$ cat src/rtl/assert_macros.svh
// Assertion macros shared by the RTL of the escape decoder.
// Included by name; no other dependencies.
`ifndef ASSERT_MACROS_SVH
`define ASSERT_MACROS_SVH
`ifndef ASSERT_OFF
`define ASSERT_ALWAYS(lbl, clk, rst_n, expr) \
    lbl: assert property (@(posedge clk) disable iff (!rst_n) (expr)) \
        else $error("assertion failed");
`define ASSERT_IMPLY(lbl, clk, rst_n, ante, cons) \
    lbl: assert property (@(posedge clk) disable iff (!rst_n) (ante) |-> (cons)) \
        else $error("assertion failed");
`define ASSERT_NEXT(lbl, clk, rst_n, ante, cons) \
    lbl: assert property (@(posedge clk) disable iff (!rst_n) (ante) |=> (cons)) \
        else $error("assertion failed");
`else
`define ASSERT_ALWAYS(lbl, clk, rst_n, expr)
`define ASSERT_IMPLY(lbl, clk, rst_n, ante, cons)
`define ASSERT_NEXT(lbl, clk, rst_n, ante, cons)
`endif
`endif

$ cat src/rtl/esd_pkg.sv
// Types, character codes and helper functions of the escape decoder.
// No dependencies.
package esd_pkg;

    localparam int CHAR_BITS = 16;

    localparam int QUEUE_DEPTH = 4;
    localparam int QUEUE_IDX_W = $clog2(QUEUE_DEPTH);
    localparam int QUEUE_CNT_W = $clog2(QUEUE_DEPTH + 1);

    typedef logic [CHAR_BITS-1:0] t_char;
    typedef logic [2:0]           t_digits;

    typedef enum logic [3:0] {
        MODE_NORMAL  = 4'b0001,
        MODE_ESCAPE  = 4'b0010,
        MODE_HEX     = 4'b0100,
        MODE_STOPPED = 4'b1000
    } t_mode;

    typedef struct packed {
        t_char char_out;
        logic  char_valid;
        logic  end_of_string;
    } t_result;

    typedef struct packed {
        logic       is_hex;
        logic [3:0] value;
    } t_hex_digit;

    localparam t_char CH_NUL       = '0;
    localparam t_char CH_BACKSLASH = t_char'(8'h5C);
    localparam t_char CH_LOWER_R   = t_char'(8'h72);
    localparam t_char CH_LOWER_N   = t_char'(8'h6E);
    localparam t_char CH_LOWER_T   = t_char'(8'h74);
    localparam t_char CH_LOWER_V   = t_char'(8'h76);
    localparam t_char CH_LOWER_F   = t_char'(8'h66);
    localparam t_char CH_LOWER_X   = t_char'(8'h78);
    localparam t_char CH_LOWER_U   = t_char'(8'h75);
    localparam t_char CH_DIGIT_0   = t_char'(8'h30);
    localparam t_char CH_DIGIT_9   = t_char'(8'h39);
    localparam t_char CH_LOWER_A   = t_char'(8'h61);
    localparam t_char CH_UPPER_A   = t_char'(8'h41);
    localparam t_char CH_UPPER_F   = t_char'(8'h46);

    localparam t_char CC_CR = t_char'(8'd13);
    localparam t_char CC_LF = t_char'(8'd10);
    localparam t_char CC_HT = t_char'(8'd9);
    localparam t_char CC_VT = t_char'(8'd11);
    localparam t_char CC_FF = t_char'(8'd12);

    localparam t_digits HEX_DIGITS_X = 3'd2;
    localparam t_digits HEX_DIGITS_U = 3'd4;

    function automatic t_hex_digit hex_digit(input t_char c);
        t_hex_digit d;
        t_char      off;
        d   = '0;
        off = '0;
        if (c inside {[CH_DIGIT_0:CH_DIGIT_9]}) begin
            off = c - CH_DIGIT_0;
            d   = '{is_hex: 1'b1, value: off[3:0]};
        end else if (c inside {[CH_LOWER_A:CH_LOWER_F]}) begin
            off = c - CH_LOWER_A + t_char'(4'd10);
            d   = '{is_hex: 1'b1, value: off[3:0]};
        end else if (c inside {[CH_UPPER_A:CH_UPPER_F]}) begin
            off = c - CH_UPPER_A + t_char'(4'd10);
            d   = '{is_hex: 1'b1, value: off[3:0]};
        end
        return d;
    endfunction

endpackage

$ cat src/rtl/escape_sequence_decoder_unit.sv
// Escape decoder: one code unit per transaction in, up to two decoded units out.
// The input stage registers each item; decoded results go into the result queue, whose head drives the output port.
// Throughput: one input per cycle; an item that yields two results is drained one result per
//   output transfer, absorbed by a 4-entry result queue before the input stalls.
// Reset (i_rst_n low, synchronous): queue and input stage emptied, decode state normal.
// Depends on esd_pkg and assert_macros.svh.
`include "assert_macros.svh"

module escape_sequence_decoder_unit (
    input  logic                         i_clk,
    input  logic                         i_rst_n,
    input  logic                         i_in_valid,
    output logic                         o_in_stall,
    input  logic [esd_pkg::CHAR_BITS-1:0] i_char_in,
    input  logic                         i_last_char,
    output logic                         o_out_valid,
    input  logic                         i_out_stall,
    output logic [esd_pkg::CHAR_BITS-1:0] o_char_out,
    output logic                         o_char_valid,
    output logic                         o_end_of_string
);

    // input stage
    logic                r_s1_valid;
    esd_pkg::t_char      r_s1_char;
    logic                r_s1_last;

    // decode state
    esd_pkg::t_mode      r_mode,      n_mode;
    esd_pkg::t_char      r_hex_value, n_hex_value;
    esd_pkg::t_digits    r_hex_left,  n_hex_left;

    // result queue
    esd_pkg::t_result                  r_queue [esd_pkg::QUEUE_DEPTH];
    logic [esd_pkg::QUEUE_IDX_W-1:0]   r_head, r_tail;
    logic [esd_pkg::QUEUE_CNT_W-1:0]   r_count;

    esd_pkg::t_result    res [2];
    logic [1:0]          res_cnt;
    logic                fire;
    logic                pop;
    logic                accept;
    esd_pkg::t_hex_digit dig;
    esd_pkg::t_char      hex_shift;
    esd_pkg::t_digits    left_dec;

    // room for two results before an item is decoded
    assign fire       = r_s1_valid && (r_count <= esd_pkg::QUEUE_CNT_W'(esd_pkg::QUEUE_DEPTH - 2));
    assign o_in_stall = r_s1_valid && !fire;
    assign accept     = i_in_valid && !o_in_stall;
    assign pop        = (r_count != '0) && !i_out_stall;

    assign dig       = esd_pkg::hex_digit(r_s1_char);
    assign hex_shift = {r_hex_value[esd_pkg::CHAR_BITS-5:0], dig.value};
    assign left_dec  = r_hex_left - 3'd1;

    always_comb begin
        logic do_normal;
        do_normal   = 1'b0;
        n_mode      = r_mode;
        n_hex_value = r_hex_value;
        n_hex_left  = r_hex_left;
        res[0]      = '0;
        res[1]      = '0;
        res_cnt     = 2'd0;

        case (r_mode)
            esd_pkg::MODE_NORMAL: begin
                do_normal = 1'b1;
            end
            esd_pkg::MODE_ESCAPE: begin
                n_mode = esd_pkg::MODE_NORMAL;
                case (r_s1_char)
                    esd_pkg::CH_LOWER_R: begin
                        res[res_cnt[0]] = '{esd_pkg::CC_CR, 1'b1, 1'b0};
                        res_cnt = res_cnt + 2'd1;
                    end
                    esd_pkg::CH_LOWER_N: begin
                        res[res_cnt[0]] = '{esd_pkg::CC_LF, 1'b1, 1'b0};
                        res_cnt = res_cnt + 2'd1;
                    end
                    esd_pkg::CH_LOWER_T: begin
                        res[res_cnt[0]] = '{esd_pkg::CC_HT, 1'b1, 1'b0};
                        res_cnt = res_cnt + 2'd1;
                    end
                    esd_pkg::CH_LOWER_V: begin
                        res[res_cnt[0]] = '{esd_pkg::CC_VT, 1'b1, 1'b0};
                        res_cnt = res_cnt + 2'd1;
                    end
                    esd_pkg::CH_LOWER_F: begin
                        res[res_cnt[0]] = '{esd_pkg::CC_FF, 1'b1, 1'b0};
                        res_cnt = res_cnt + 2'd1;
                    end
                    esd_pkg::CH_LOWER_X: begin
                        n_mode      = esd_pkg::MODE_HEX;
                        n_hex_value = '0;
                        n_hex_left  = esd_pkg::HEX_DIGITS_X;
                    end
                    esd_pkg::CH_LOWER_U: begin
                        n_mode      = esd_pkg::MODE_HEX;
                        n_hex_value = '0;
                        n_hex_left  = esd_pkg::HEX_DIGITS_U;
                    end
                    default: begin
                        res[res_cnt[0]] = '{r_s1_char, 1'b1, 1'b0};
                        res_cnt = res_cnt + 2'd1;
                    end
                endcase
            end
            esd_pkg::MODE_HEX: begin
                if (dig.is_hex && (r_hex_left != '0)) begin
                    n_hex_value = hex_shift;
                    n_hex_left  = left_dec;
                    if (left_dec == '0) begin
                        n_mode          = esd_pkg::MODE_NORMAL;
                        res[res_cnt[0]] = '{hex_shift, 1'b1, 1'b0};
                        res_cnt         = res_cnt + 2'd1;
                        n_hex_value     = '0;
                    end
                end else begin
                    // flush the value, then decode the terminator as in normal mode
                    res[res_cnt[0]] = '{r_hex_value, 1'b1, 1'b0};
                    res_cnt         = res_cnt + 2'd1;
                    n_hex_value     = '0;
                    n_hex_left      = '0;
                    n_mode          = esd_pkg::MODE_NORMAL;
                    do_normal       = 1'b1;
                end
            end
            default: begin
            end
        endcase

        if (do_normal) begin
            if (r_s1_char == esd_pkg::CH_NUL) begin
                n_mode = esd_pkg::MODE_STOPPED;
            end else if (r_s1_char == esd_pkg::CH_BACKSLASH) begin
                n_mode = esd_pkg::MODE_ESCAPE;
            end else begin
                res[res_cnt[0]] = '{r_s1_char, 1'b1, 1'b0};
                res_cnt         = res_cnt + 2'd1;
            end
        end

        if (r_s1_last) begin
            if (n_mode == esd_pkg::MODE_HEX) begin
                res[res_cnt[0]] = '{n_hex_value, 1'b1, 1'b0};
                res_cnt         = res_cnt + 2'd1;
            end
            if (res_cnt == 2'd0) begin
                res[0]  = '{'0, 1'b0, 1'b0};
                res_cnt = 2'd1;
            end
            // mark the final result of the string
            res[~res_cnt[0]].end_of_string = 1'b1;
            n_mode      = esd_pkg::MODE_NORMAL;
            n_hex_value = '0;
            n_hex_left  = '0;
        end
    end

    always_ff @(posedge i_clk) begin
        if (!i_rst_n) begin
            r_s1_valid  <= 1'b0;
            r_mode      <= esd_pkg::MODE_NORMAL;
            r_hex_value <= '0;
            r_hex_left  <= '0;
            r_head      <= '0;
            r_tail      <= '0;
            r_count     <= '0;
        end else begin
            if (accept) begin
                r_s1_valid <= 1'b1;
            end else if (fire) begin
                r_s1_valid <= 1'b0;
            end
            if (fire) begin
                r_mode      <= n_mode;
                r_hex_value <= n_hex_value;
                r_hex_left  <= n_hex_left;
                r_tail      <= r_tail + esd_pkg::QUEUE_IDX_W'(res_cnt);
            end
            if (pop) begin
                r_head <= r_head + esd_pkg::QUEUE_IDX_W'(1);
            end
            r_count <= r_count
                     + (fire ? esd_pkg::QUEUE_CNT_W'(res_cnt) : '0)
                     - esd_pkg::QUEUE_CNT_W'(pop);
        end
    end

    always_ff @(posedge i_clk) begin
        if (accept) begin
            r_s1_char <= i_char_in;
            r_s1_last <= i_last_char;
        end
        if (fire && (res_cnt != 2'd0)) begin
            r_queue[r_tail] <= res[0];
        end
        if (fire && (res_cnt == 2'd2)) begin
            r_queue[r_tail + esd_pkg::QUEUE_IDX_W'(1)] <= res[1];
        end
    end

    assign o_out_valid     = (r_count != '0);
    assign o_char_out      = r_queue[r_head].char_out;
    assign o_char_valid    = r_queue[r_head].char_valid;
    assign o_end_of_string = r_queue[r_head].end_of_string;

    `ASSERT_ALWAYS(a_queue_bound, i_clk, i_rst_n, r_count <= esd_pkg::QUEUE_CNT_W'(esd_pkg::QUEUE_DEPTH))
    `ASSERT_IMPLY(a_hex_left_match, i_clk, i_rst_n, r_mode == esd_pkg::MODE_HEX, r_hex_left != '0)
    `ASSERT_IMPLY(a_idle_no_digits, i_clk, i_rst_n, r_mode != esd_pkg::MODE_HEX, r_hex_left == '0)
    `ASSERT_IMPLY(a_last_yields, i_clk, i_rst_n, fire && r_s1_last, res_cnt != 2'd0)
    `ASSERT_NEXT(a_last_resets, i_clk, i_rst_n, fire && r_s1_last, r_mode == esd_pkg::MODE_NORMAL && r_hex_value == '0)

endmodule
$ cat config.mk
export PLATFORM = sky130hd
export DESIGN_NAME = escape_sequence_decoder_unit
export DESIGN_NICKNAME = d
export VERILOG_FILES = /design/src/rtl/esd_pkg.sv /design/src/rtl/escape_sequence_decoder_unit.sv
export VERILOG_INCLUDE_DIRS = /design/src /design/src/rtl
export SDC_FILE = /design/constraint.sdc
export NUM_CORES = 1
export LEC_CHECK = 0
export BUFFER_PORTS_ARGS = -buffer_cell sky130_fd_sc_hd__buf_2
export CAP_MARGIN = 20
export CELL_PAD_IN_SITES_DETAIL_PLACEMENT = 1
export CELL_PAD_IN_SITES_GLOBAL_PLACEMENT = 2
export CORE_UTILIZATION = 38
export DETAILED_ROUTE_END_ITERATION = 16
export PLACE_DENSITY_LB_ADDON = 0.12
export SKIP_LAST_GASP = 1
export SYNTH_ARGS = -nofsm -noshare
export SYNTH_HDL_FRONTEND = slang
export SYNTH_SLANG_ARGS = --single-unit
$ cat constraint.sdc
create_clock -name i_clk -period 4.3 [get_ports i_clk]
set_input_delay 0 -clock i_clk [delete_from_list [all_inputs] [get_ports i_clk]]
set_output_delay 0 -clock i_clk [all_outputs]
set_load 0.02 [all_outputs]
==> out/qor.yml <==
critical_path:
  crit_type: "flop to flop"
  rrSetupSlack_ps: 160
  start_kind: "flop"
  worstPathRequired_ps: 4620
  cp-endpoint: "r_count[2]"
  cp.arrival_ps: 4460
  crit_start: "r_s1_char[14]"
  worstReg2RegEnd: "r_count[2]"
  end_kind: "flop"
  cp_max_fo: 4
  reg2reg_depth: 19
  r2r-start: "r_s1_char[14]"
drt:
  drt-initial-drc-count: 331
  vias_per_cell: 5.76
  ant_nets: 0
  dr.pass1.iters: 10
  num_vias: 5521
  wl_per_cell_um: 22.7
  drc: 3
  drt-total-wl_um: 21700
sta:
  slew_violations: 0
  clock.fmax_mhz: 241
  worstMarginPinSlew_ps: 977
  finalHoldViolCount: 0
  min_period_ps: 4140
  min_period_over_period: 0.963
  fin_skew_ps: 8.32
  setup_viol: 0
  slew-limit-headroom: 0.346
clocking:
  cts_tree: "built"
  clock_path_buffers: 2
  cts-root-buf: "clkbuf_16"
  clk_pin_slew_ps: 60
  numCtsBuffers: 17
  clock_latency_ps: 420
  cts.sinks: 122
  cts_max_level: 4
logic_synthesis:
  ys_ff_latch: 122
  synth_area_per_cell_um2: 11.4
  ys.flop_type: "edfxtp_1"
  synthCells: 629
  yosysWarnings: 0
  syn_nets: 665
  synth-seq-area-share: 0.466
  synth_edf_count: 89
  ys_top_cells_by_area: "edfxtp_1, dfxtp_1, mux2i_1"
  async_reset_ff_frac: 0
  synth_area_leader_cell: "edfxtp_1"
  yosysUniqueCellTypes: 69
  yosysTopAreaCellShare: 0.373
  synth_area_um2: 7160
power_and_ir_drop:
  totalPowerFinal_uw: 3630
  power.leakage_uw: 0.00301
  power_frac_comb: 0.195
  swShare: 0.288
  power.switching_uw: 1050
  p_per_area_nw_per_um2: 418
  p_int_uw: 2580
  vdd_drop_max_v: 0.000273
  seq_power_share: 0.387
  clkPwrFrac: 0.418
cells_and_area:
  num_antenna_cells: 0
  fillCellCount: 1919
  layout_common_cells: "edfxtp_1, nand2_1, mux2i_1"
  utilization: 0.477
  multiInputGateArea_um2: 3650
  stdcell_count: 959
  nets: 753
  final_common_cell: "edfxtp_1"
  syn2layout_area_growth_pct: 21.4
  drive_above_1_share: 0.252
  regArea_um2: 3330
grt:
  antenna_found_initial: 0
  overflow: 0
  grtUsageTotal: 0.233
  grt_pass1_wl_um: 33900
  first_global_vias: 5791
  grt_max_degree: 34
status:
  status: "finished, violations left"
  violations: "DRC"
floorplanning:
  die_w_um: 139
  coreArea_um2: 18200
  die_h_um: 139
  start_util: 0.393
  rows: 49
  dieArea_um2: 19400
  ios: 41
placed_design:
  io_buffers: 40
  placed_cells: 906
  dp_hpwl_um: 15300
  gp_congestion: 0.953
hold_path:
  hold_path_class: "primary input to flop"
  worstHoldStart: "i_rst_n"
flow_run:
  drv_cap: 0
-- state kept, by name (all words and copies together) (netlist names), named ones only --
name and count:
r_hex_value 16, r_s1_valid 1, r_hex_left 3, r_s1_last 1
r_mode 4, r_tail 2, r_queue 72, r_s1_char 16
r_head 2, r_count 3
-- area by class of cell --
| cell class | instances | share of cell area |
|---|---|---|
| Timing Repair Buffer | 107 | 0.0865 |
| Sequential cell | 122 | 0.383 |
| Inverter | 15 | 0.00662 |
| Clock inverter | 14 | 0.0214 |
| Tap cell | 229 | 0.0330 |
| Multi-Input combinational cell | 454 | 0.420 |
| Clock buffer | 18 | 0.0494 |
-- worst min path at each step --
| stage | cells past startpoint | to |
|---|---|---|
| 2_1_floorplan | 0 | r_s1_char[0] |
| 3_3_place_gp | 1 | r_s1_char[4] |
| 3_5_place_dp | 1 | r_s1_char[10] |
| 4_1_cts | 4 | r_head[0] |
| 5_1_grt | 4 | r_head[0] |
| 6_report | 2 | r_mode[0] |
-- stage by stage --
step | setup WS (ps) | area, um^2 | hold slack [ps] | TNS (ps)
floorplan | 19.3 | 7180 | 98.9 | 0
finish | 159 | 8690 | 38.3 | 0
CTS | 17.8 | 8640 | 37.7 | 0
global placement | 153 | 7830 | 178 | 0
global route | -1.87 | 8690 | 101 | -1.87
detailed placement | 25.1 | 7840 | 179 | 0
-- Yosys cell counts (11+ instances only) --
cell      number
edfxtp_1      89
nor2_1        30
a21boi_0      15
nand2b_1      12
mux4_2        18
dfxtp_1       33
a21oi_1       16
a32oi_1       12
mux2i_1       66
o21ai_0       30
clkbuf_1      27
a22o_1        14
and2_1        25
ha_1          14
nand2_1       71
inv_1         14
nor3_1        11
-- critical path, cell delays in order (launching register included) --
cell and delay (ps):
edfxtp_1 390, or4_4 610, nor4_4 320, a22oi_2 170, nor3_4 240, o21ai_2 80, ha_1 270, inv_1 40
o211a_4 170, nor2_8 90, inv_1 60, ha_1 280, inv_1 40, o21ai_2 140, nand2_2 80, ha_4 240
fa_2 380, xor2_1 160, xnor2_1 120, and2_1 150
-- kinds of logic (layout without fill, tap and decap cells) --
kind of cell	count (synthesis)	in the layout	synth area share
mux	84	84	0.149
buf+inv	53	154	0.0336
xor+xnor	5	5	0.00612
simple gates	200	200	0.156
compound gates	150	150	0.163
flops	122	122	0.466
fa+ha+maj	15	15	0.0273
-- power groups by stage --
stage          combinational [uW]  sequential [uW]  clock [uW]
2_1_floorplan                 497             1400           0
3_3_place_gp                  685             1430           0
3_5_place_dp                  693             1430           0
4_1_cts                       707             1410        1540
5_1_grt                       766             1420        1590
6_report                      708             1400        1520
-- timing repair --
item	4_1_cts	5_1_grt
buffers inserted	0	3
resized for setup	0	7
setup endpoints to repair	0	1
hold endpoints to repair	18	0
hold buffers	18	0
-- routing by layer --
layer	track usage	up-vias	part of all wire
met5	0	-	0
met4	0.0749	0	0.014
met3	0.0399	24	0.039
met2	0.383	132	0.47
met1	0.311	2790	0.47
li1	-	2575	-
Power figures use the tool's default switching activity.
